===== src/sv/lvra_pkg.sv =====
// Shared types, constants and controller/datapath interface structs for the voxel averager.
package lvra_pkg;

  localparam int RES_W          = 48;
  localparam int DEPTH_W        = 32;
  localparam int FRAC_W         = 31;
  localparam int DIV_W          = 64;
  localparam int DIV_CNT_W      = 7;
  localparam int CFG_IDX_W      = 1;
  localparam int CFG_DATA_W     = 6;
  localparam int DEF_MAX_LAYERS = 32;

  localparam logic [RES_W-1:0]  RES_MAX   = 48'hFFFF_FFFF_FFFF;
  localparam logic [FRAC_W-1:0] ONE_Q30   = 31'h4000_0000;
  localparam logic [FRAC_W-1:0] FRAC_TOL  = 31'd107374;
  localparam logic [DIV_W-1:0]  HARM_NUM  = 64'h8000_0000_0000_0000;

  localparam logic [CFG_IDX_W-1:0] CFG_MODE  = 1'b0;
  localparam logic [CFG_IDX_W-1:0] CFG_COUNT = 1'b1;

  localparam logic [1:0] STAT_OK   = 2'd0;
  localparam logic [1:0] STAT_SUM  = 2'd1;
  localparam logic [1:0] STAT_NONE = 2'd2;

  typedef enum logic [1:0] {
    FUNC_LOAD_RES   = 2'd0,
    FUNC_LOAD_IFACE = 2'd1,
    FUNC_EVAL       = 2'd2
  } func_t;

  typedef enum logic [2:0] {
    DIV_FRAC,
    DIV_CX,
    DIV_CY,
    DIV_HX,
    DIV_HY
  } div_sel_t;

  typedef enum logic [4:0] {
    S_IDLE,
    S_READ,
    S_CLIP,
    S_CHK,
    S_FRAC,
    S_FRAC_W,
    S_CX,
    S_CX_W,
    S_CY,
    S_CY_W,
    S_MZA,
    S_MZB,
    S_MZC,
    S_NEXT,
    S_HX,
    S_HX_W,
    S_HY,
    S_HY_W,
    S_OUT
  } state_t;

  typedef struct packed {
    logic     wr_res;
    logic     wr_if;
    logic     load_eval;
    logic     rd;
    logic     clip;
    logic     div_start;
    div_sel_t div_sel;
    logic     lat_frac;
    logic     lat_cx;
    logic     set_zx;
    logic     lat_cy;
    logic     set_zy;
    logic     mul_a;
    logic     mul_b;
    logic     acc_z;
    logic     next_layer;
    logic     lat_hx;
    logic     lat_hy;
    logic     out_load;
  } ctrl_cmd_t;

  typedef struct packed {
    logic thick_pos;
    logic rho_x_zero;
    logic rho_y_zero;
    logic last;
    logic div_done;
    logic hx_direct;
    logic hy_direct;
    logic mode;
    logic out_free;
  } dp_stat_t;

endpackage


===== src/sv/lvra_ctrl.sv =====
// Controller: sequences loads, the per-layer walk, the shared divider and the result hand-off.
module lvra_ctrl (
  input  logic                 clk,
  input  logic                 rst,
  input  logic                 in_valid,
  output logic                 in_stall,
  input  logic [1:0]           func,
  input  lvra_pkg::dp_stat_t   stat,
  output lvra_pkg::ctrl_cmd_t  cmd
);

  lvra_pkg::state_t state;
  lvra_pkg::state_t state_next;

  always_ff @(posedge clk) begin
    if (rst) begin
      state <= lvra_pkg::S_IDLE;
    end else begin
      state <= state_next;
    end
  end

  always_comb begin
    state_next = state;
    case (state)
      lvra_pkg::S_IDLE: begin
        if (in_valid && func == lvra_pkg::FUNC_EVAL) begin
          state_next = lvra_pkg::S_READ;
        end
      end
      lvra_pkg::S_READ:  state_next = lvra_pkg::S_CLIP;
      lvra_pkg::S_CLIP:  state_next = lvra_pkg::S_CHK;
      lvra_pkg::S_CHK: begin
        state_next = stat.thick_pos ? lvra_pkg::S_FRAC : lvra_pkg::S_NEXT;
      end
      lvra_pkg::S_FRAC:  state_next = lvra_pkg::S_FRAC_W;
      lvra_pkg::S_FRAC_W: begin
        if (stat.div_done) begin
          state_next = lvra_pkg::S_CX;
        end
      end
      lvra_pkg::S_CX: begin
        if (!stat.rho_x_zero) begin
          state_next = lvra_pkg::S_CX_W;
        end else begin
          state_next = stat.mode ? lvra_pkg::S_CY : lvra_pkg::S_NEXT;
        end
      end
      lvra_pkg::S_CX_W: begin
        if (stat.div_done) begin
          state_next = stat.mode ? lvra_pkg::S_CY : lvra_pkg::S_NEXT;
        end
      end
      lvra_pkg::S_CY: begin
        state_next = stat.rho_y_zero ? lvra_pkg::S_MZA : lvra_pkg::S_CY_W;
      end
      lvra_pkg::S_CY_W: begin
        if (stat.div_done) begin
          state_next = lvra_pkg::S_MZA;
        end
      end
      lvra_pkg::S_MZA:   state_next = lvra_pkg::S_MZB;
      lvra_pkg::S_MZB:   state_next = lvra_pkg::S_MZC;
      lvra_pkg::S_MZC:   state_next = lvra_pkg::S_NEXT;
      lvra_pkg::S_NEXT: begin
        state_next = stat.last ? lvra_pkg::S_HX : lvra_pkg::S_READ;
      end
      lvra_pkg::S_HX: begin
        if (!stat.hx_direct) begin
          state_next = lvra_pkg::S_HX_W;
        end else begin
          state_next = stat.mode ? lvra_pkg::S_HY : lvra_pkg::S_OUT;
        end
      end
      lvra_pkg::S_HX_W: begin
        if (stat.div_done) begin
          state_next = stat.mode ? lvra_pkg::S_HY : lvra_pkg::S_OUT;
        end
      end
      lvra_pkg::S_HY: begin
        state_next = stat.hy_direct ? lvra_pkg::S_OUT : lvra_pkg::S_HY_W;
      end
      lvra_pkg::S_HY_W: begin
        if (stat.div_done) begin
          state_next = lvra_pkg::S_OUT;
        end
      end
      lvra_pkg::S_OUT: begin
        if (stat.out_free) begin
          state_next = lvra_pkg::S_IDLE;
        end
      end
      default: state_next = lvra_pkg::S_IDLE;
    endcase
  end

  always_comb begin
    cmd      = '0;
    in_stall = state != lvra_pkg::S_IDLE;
    case (state)
      lvra_pkg::S_IDLE: begin
        if (in_valid) begin
          case (func)
            lvra_pkg::FUNC_LOAD_RES:   cmd.wr_res    = 1'b1;
            lvra_pkg::FUNC_LOAD_IFACE: cmd.wr_if     = 1'b1;
            lvra_pkg::FUNC_EVAL:       cmd.load_eval = 1'b1;
            default:                   cmd.wr_res    = 1'b0;
          endcase
        end
      end
      lvra_pkg::S_READ: cmd.rd   = 1'b1;
      lvra_pkg::S_CLIP: cmd.clip = 1'b1;
      lvra_pkg::S_FRAC: begin
        cmd.div_sel   = lvra_pkg::DIV_FRAC;
        cmd.div_start = 1'b1;
      end
      lvra_pkg::S_FRAC_W: cmd.lat_frac = stat.div_done;
      lvra_pkg::S_CX: begin
        cmd.div_sel   = lvra_pkg::DIV_CX;
        cmd.div_start = !stat.rho_x_zero;
        cmd.set_zx    = stat.rho_x_zero;
      end
      lvra_pkg::S_CX_W: cmd.lat_cx = stat.div_done;
      lvra_pkg::S_CY: begin
        cmd.div_sel   = lvra_pkg::DIV_CY;
        cmd.div_start = !stat.rho_y_zero;
        cmd.set_zy    = stat.rho_y_zero;
      end
      lvra_pkg::S_CY_W: cmd.lat_cy     = stat.div_done;
      lvra_pkg::S_MZA:  cmd.mul_a      = 1'b1;
      lvra_pkg::S_MZB:  cmd.mul_b      = 1'b1;
      lvra_pkg::S_MZC:  cmd.acc_z      = 1'b1;
      lvra_pkg::S_NEXT: cmd.next_layer = 1'b1;
      lvra_pkg::S_HX: begin
        cmd.div_sel   = lvra_pkg::DIV_HX;
        cmd.div_start = !stat.hx_direct;
        cmd.lat_hx    = stat.hx_direct;
      end
      lvra_pkg::S_HX_W: cmd.lat_hx = stat.div_done;
      lvra_pkg::S_HY: begin
        cmd.div_sel   = lvra_pkg::DIV_HY;
        cmd.div_start = !stat.hy_direct;
        cmd.lat_hy    = stat.hy_direct;
      end
      lvra_pkg::S_HY_W: cmd.lat_hy   = stat.div_done;
      lvra_pkg::S_OUT:  cmd.out_load = stat.out_free;
      default:          cmd.rd       = 1'b0;
    endcase
  end

endmodule

===== config.mk =====
export PLATFORM = sky130hd
export DESIGN_NAME = lvra_ctrl
export DESIGN_NICKNAME = d
export VERILOG_FILES = /design/src/sv/lvra_pkg.sv /design/src/sv/lvra_ctrl.sv
export SDC_FILE = /design/constraint.sdc
export NUM_CORES = 1
export LEC_CHECK = 0
export ABC_AREA = 1
export BUFFER_PORTS_ARGS = -buffer_cell sky130_fd_sc_hd__buf_2
export CAP_MARGIN = 20
export CORE_MARGIN = 2
export CORE_UTILIZATION = 48
export DETAILED_ROUTE_END_ITERATION = 12
export GPL_ROUTABILITY_DRIVEN = 0
export PLACE_DENSITY_LB_ADDON = 0.12
export SETUP_SLACK_MARGIN = 0.5
export SYNTH_ARGS = -nofsm -noshare
export SYNTH_HDL_FRONTEND = slang
export SYNTH_SLANG_ARGS = --single-unit

===== constraint.sdc =====
create_clock -name clk -period 1.8 [get_ports clk]
set_input_delay 0.09 -clock clk [delete_from_list [all_inputs] [get_ports clk]]
set_output_delay 0.09 -clock clk [all_outputs]
set_load 0.02 [all_outputs]

* Yosys cells after proc, flatten, opt, wreduce, memory -nomap -nowiden
Cells that the tools add are included.
Storage, ports and cells: flip-flop bits (word level) 5, input port bits 14, output and inout port bits 22, word-level logic and storage cells 73
Cells by class: reduce and logical (&&, ||, !) cells 9, equality and inequality tests 27, mux-type cells 36
Operators with widths (count):
- $pmux W5 S19 | 1
- $eq A5 B4 Y1 const B | 8
- $mux W5 | 8
- $eq A5 B3 Y1 const B | 4
- $pmux W4 S5 | 1
- $eq A5 B5 Y1 const B | 3
- $mux W1 | 15
- $ne A2 B2 Y1 const B | 7
- $mux W4 | 3
- $eq A5 B2 Y1 const B | 2
- $mux W3 | 3
- $reduce_and A7 Y1 | 1
- $mux W2 | 3
- $eq A5 B1 Y1 const B | 1
- $logic_not A5 Y1 | 1
- $reduce_bool A5 Y1 | 1
- $logic_not A1 Y1 | 4
- $pmux W1 S2 | 2
- $eq A2 B1 Y1 const B | 1
- $eq A2 B2 Y1 const B | 1
- $logic_not A2 Y1 | 1
- $logic_and A1 B1 Y1 | 1

* Longest topological paths before layout
depth after elaboration 4, gate-level depth with buffers 11, depth with buffers taken out 10

* Least setup slack after synthesis
OpenSTA, ideal clock, no wires.
kind reg2out, from register state[1], to output port cmd[19] (netlist name), path buffers 1, data arrival time 1.417 ns, data required time 1.710 ns, stages on the path, launching flop included 5, path slack 0.293 ns, path through dfxtp_1 -> buf_4 -> nor2_4 -> nand3_4 -> nor4_1
RTL lines:
- start, declared | line lvra_ctrl.sv:12 | lvra_pkg::state_t state;
- start signal, assigned | line lvra_ctrl.sv:17 | state <= lvra_pkg::S_IDLE;
- start signal, assigned | line lvra_ctrl.sv:19 | state <= state_next;
- end, declared | line lvra_ctrl.sv:9 | output lvra_pkg::ctrl_cmd_t cmd

==> out/metrics.cfg <==
[yosys]
synth_seq_cells=5
ys_types=24
seq_area_frac_synth_pct=11.3
netlist_instances=165
syn_nets=179
syn_avg_cell_area_sq_um=5.35
synth_warnings=0
synth_area_sq_um=882

[min_path]
hold-path-cell-count=2
holdCritStartpoint=rst
hold_end=state[2]
hold_class=input pin to flip-flop

[power_and_ir_drop]
combPwrFrac_pct=47.4
power.share.clock_pct=27.6
p_int_mw=0.293
power_leakage_nw=0.807
powerDensity_nw_per_um2=328
p_seq_share_pct=25.0
swShare_pct=38.9
ir_drop_mv=0.450
p_switching_mw=0.187

[setup_path]
required_ps=1710
worstReg2RegEnd=state[2]
crit_type=flip-flop to primary output
max_stage_delay_ps=370
slowest_stage=dfxtp_4
r2r_setup_slack_ps=330
r2r-start=state[2]
critical_path.max_fanout=5
arrival_ps=1440
path_cells=nor2_4 -> buf_6 -> nand4_1 -> nand2_1 -> inv_1 -> nand4_1 -> buf_6
end_kind=primary output
rr_worst_depth=9
critPathLaunchType=flip-flop

[sta]
clock.fmax_ghz=0.655
maxSlewViolCount=0
period_share_pct=84.8
timing.setup.tns_ps=0
tightest_slew_ps=366
setup_viol=0
skew_ps=4.45
hold_viol_final=0
finalCriticalPeriod_ps=1530
relSlewSlack_pct=75.6
grt_setup_unrepaired=true

[flow_run]
max-cap-violations=0

[route]
wl_met1_um=1350
drc=0
dr_wl_met2_um=1720
met3WireLength_um=262
dr.pass1.iters=4
via_count=1300
drt_wl_total_um=3430
wl_per_cell_um=13.9
drt_iter0_drc=61
maxUsedRoutingLayer=met4
avgViaCountPerCell=5.26
drtAntennaViolNets=0

[grt]
grt_use_total_pct=28.7
grt_start_max_net_pins=12
grt_pass1_wl_um=4540
grt_pass1_vias=1082
gr-total-overflow=0
antenna_found_initial=0

[finish]
drive_above_1_share_pct=51.8
largestRegisters=state x5
diodes=0
final_cells=247
finalNetCount=237
post-route-cell-area_sq_um=1460
largest_reg_flops=5
area_growth_pct=66.0
regMostFlops=state

[clocking]
clk_latency_ps=240
cts-buffers-inserted=3
h-tree-depth=1
clock_path_buffers=2
path_clk_slew_ps=50
cts-hold-fix-buffers=0
cts.sinks=5
cts_tree=yes
cts-root-buf=clkbuf_4

[placement]
hpwl_um=2180
dp.cells=222
post_dp_cell_area_sq_um=1090
io_buffers=35

[floorplan]
core.rowCount=15
core_area_sq_um=1730
num_io_pins=36
initial_core_util_pct=51.1
die_w_um=46.9
dieHeight_um=46.9
fp.dieArea_sq_um=2200

[run_status]
status=finished, final reports clean

## per-layer routing
layer  global-route usage (%)  up-vias
li1                         -      635
met1                     35.3      574
met2                     50.4       76
met3                     5.00       15
met4                     9.44        0
met5                        0        -
## cells in the final DEF (no fill, tap or decap), types with 3 or more instances in the layout
cell	netlist	routed
nand3_4	1	3
nor2_1	24	17
nor2_4	3	10
a21oi_1	4	4
o21ai_1	0	3
inv_2	4	11
buf_4	2	26
buf_2	1	20
inv_1	30	23
nand3_1	19	16
dfxtp_4	0	5
nand2_1	40	34
nand2_2	2	7
buf_6	1	11
nand4_1	5	5
nor2_2	6	6
nand3_2	5	6
clkbuf_4	0	3
## worst max-delay path by stage
stage               slack [ps]      from       end  cells after the start
floorplan                  290  state[1]   cmd[19]                      4
global placement           220  state[3]  state[4]                      6
detailed placement         220  state[3]   cmd[15]                      7
CTS                        340  state[1]   cmd[19]                      4
global route               230  state[2]  state[2]                      9
finish                     270  state[0]   cmd[15]                      7
## logic make-up (layout without fill, tap and decap cells)
| logic type | count (synthesis) | count (layout) | share of synthesized area, % |
|---|---|---|---|
| AO/OA/AOI/OAI | 12 | 12 | 7.94 |
| buffers and inverters | 39 | 96 | 18.7 |
| flip-flops | 5 | 5 | 11.3 |
| AND/OR/NAND/NOR | 109 | 109 | 62.0 |
## what timing repair did
| action | CTS | global route |
|---|---|---|
| setup buffers | 12 | 9 |
| resized for setup | 41 | 24 |
| endpoints found under the setup margin | 26 | 26 |
| gates cloned | 0 | 0 |
| pin swaps | 8 | 10 |
## power by group through the flow
stage | sequential [mW] | combinational [mW] | clock (mW)
finish | 0.120 | 0.227 | 0.133
global route | 0.120 | 0.242 | 0.143
CTS | 0.119 | 0.183 | 0.135
detailed placement | 0.125 | 0.147 | 0
global placement | 0.124 | 0.145 | 0
floorplan | 0.121 | 0.105 | 0
## synthesized netlist by cell type
library cell,n,area [sq um]
inv_4,1,6.26
nor2_4,3,33.8
a21oi_1,4,20.0
nand2_1,40,150
nand2_2,2,12.5
dfxtp_1,5,100
nor3_1,1,5.00
nor4_1,2,12.5
a21oi_2,1,8.76
nor2_1,24,90.1
inv_1,30,113
buf_4,2,15.0
nor2_2,6,37.5
o211ai_1,1,7.51
nand3_2,5,50.1
o21ai_2,1,8.76
nand3_1,19,95.1
buf_2,1,5.00
nand4_1,5,31.3
buf_6,1,11.3
nand3_4,1,17.5
nand2_4,1,11.3
o21ai_0,5,25.0
inv_2,4,15.0
## critical path: cells and delay by family (launching register included)
family	cells	cell delay (ps)
simple gates	4	490
flops	1	370
buf+inv	3	320
## per-stage QoR
stage / hold WS, ps / worst slack (ps) / util [%] / total power, mW
finish: 67.3 / 273 / 84.8 / 0.480
global route: 65.2 / 230 / 84.8 / 0.505
CTS: 54.3 / 340 / 76.8 / 0.438
detailed placement: 306 / 215 / 63.0 / 0.272
global placement: 304 / 221 / 63.0 / 0.269
floorplan: 145 / 293 / - / 0.226
## final cells by class
type	count	area, sq um
Timing Repair Buffer	57	419
Tap cell	25	31.3
Clock buffer	4	26.3
Multi-Input combinational cell	121	732
Inverter	35	136
Sequential cell	5	119
Fill cell	126	263
Note: power is estimated with default switching activity, not from simulation.
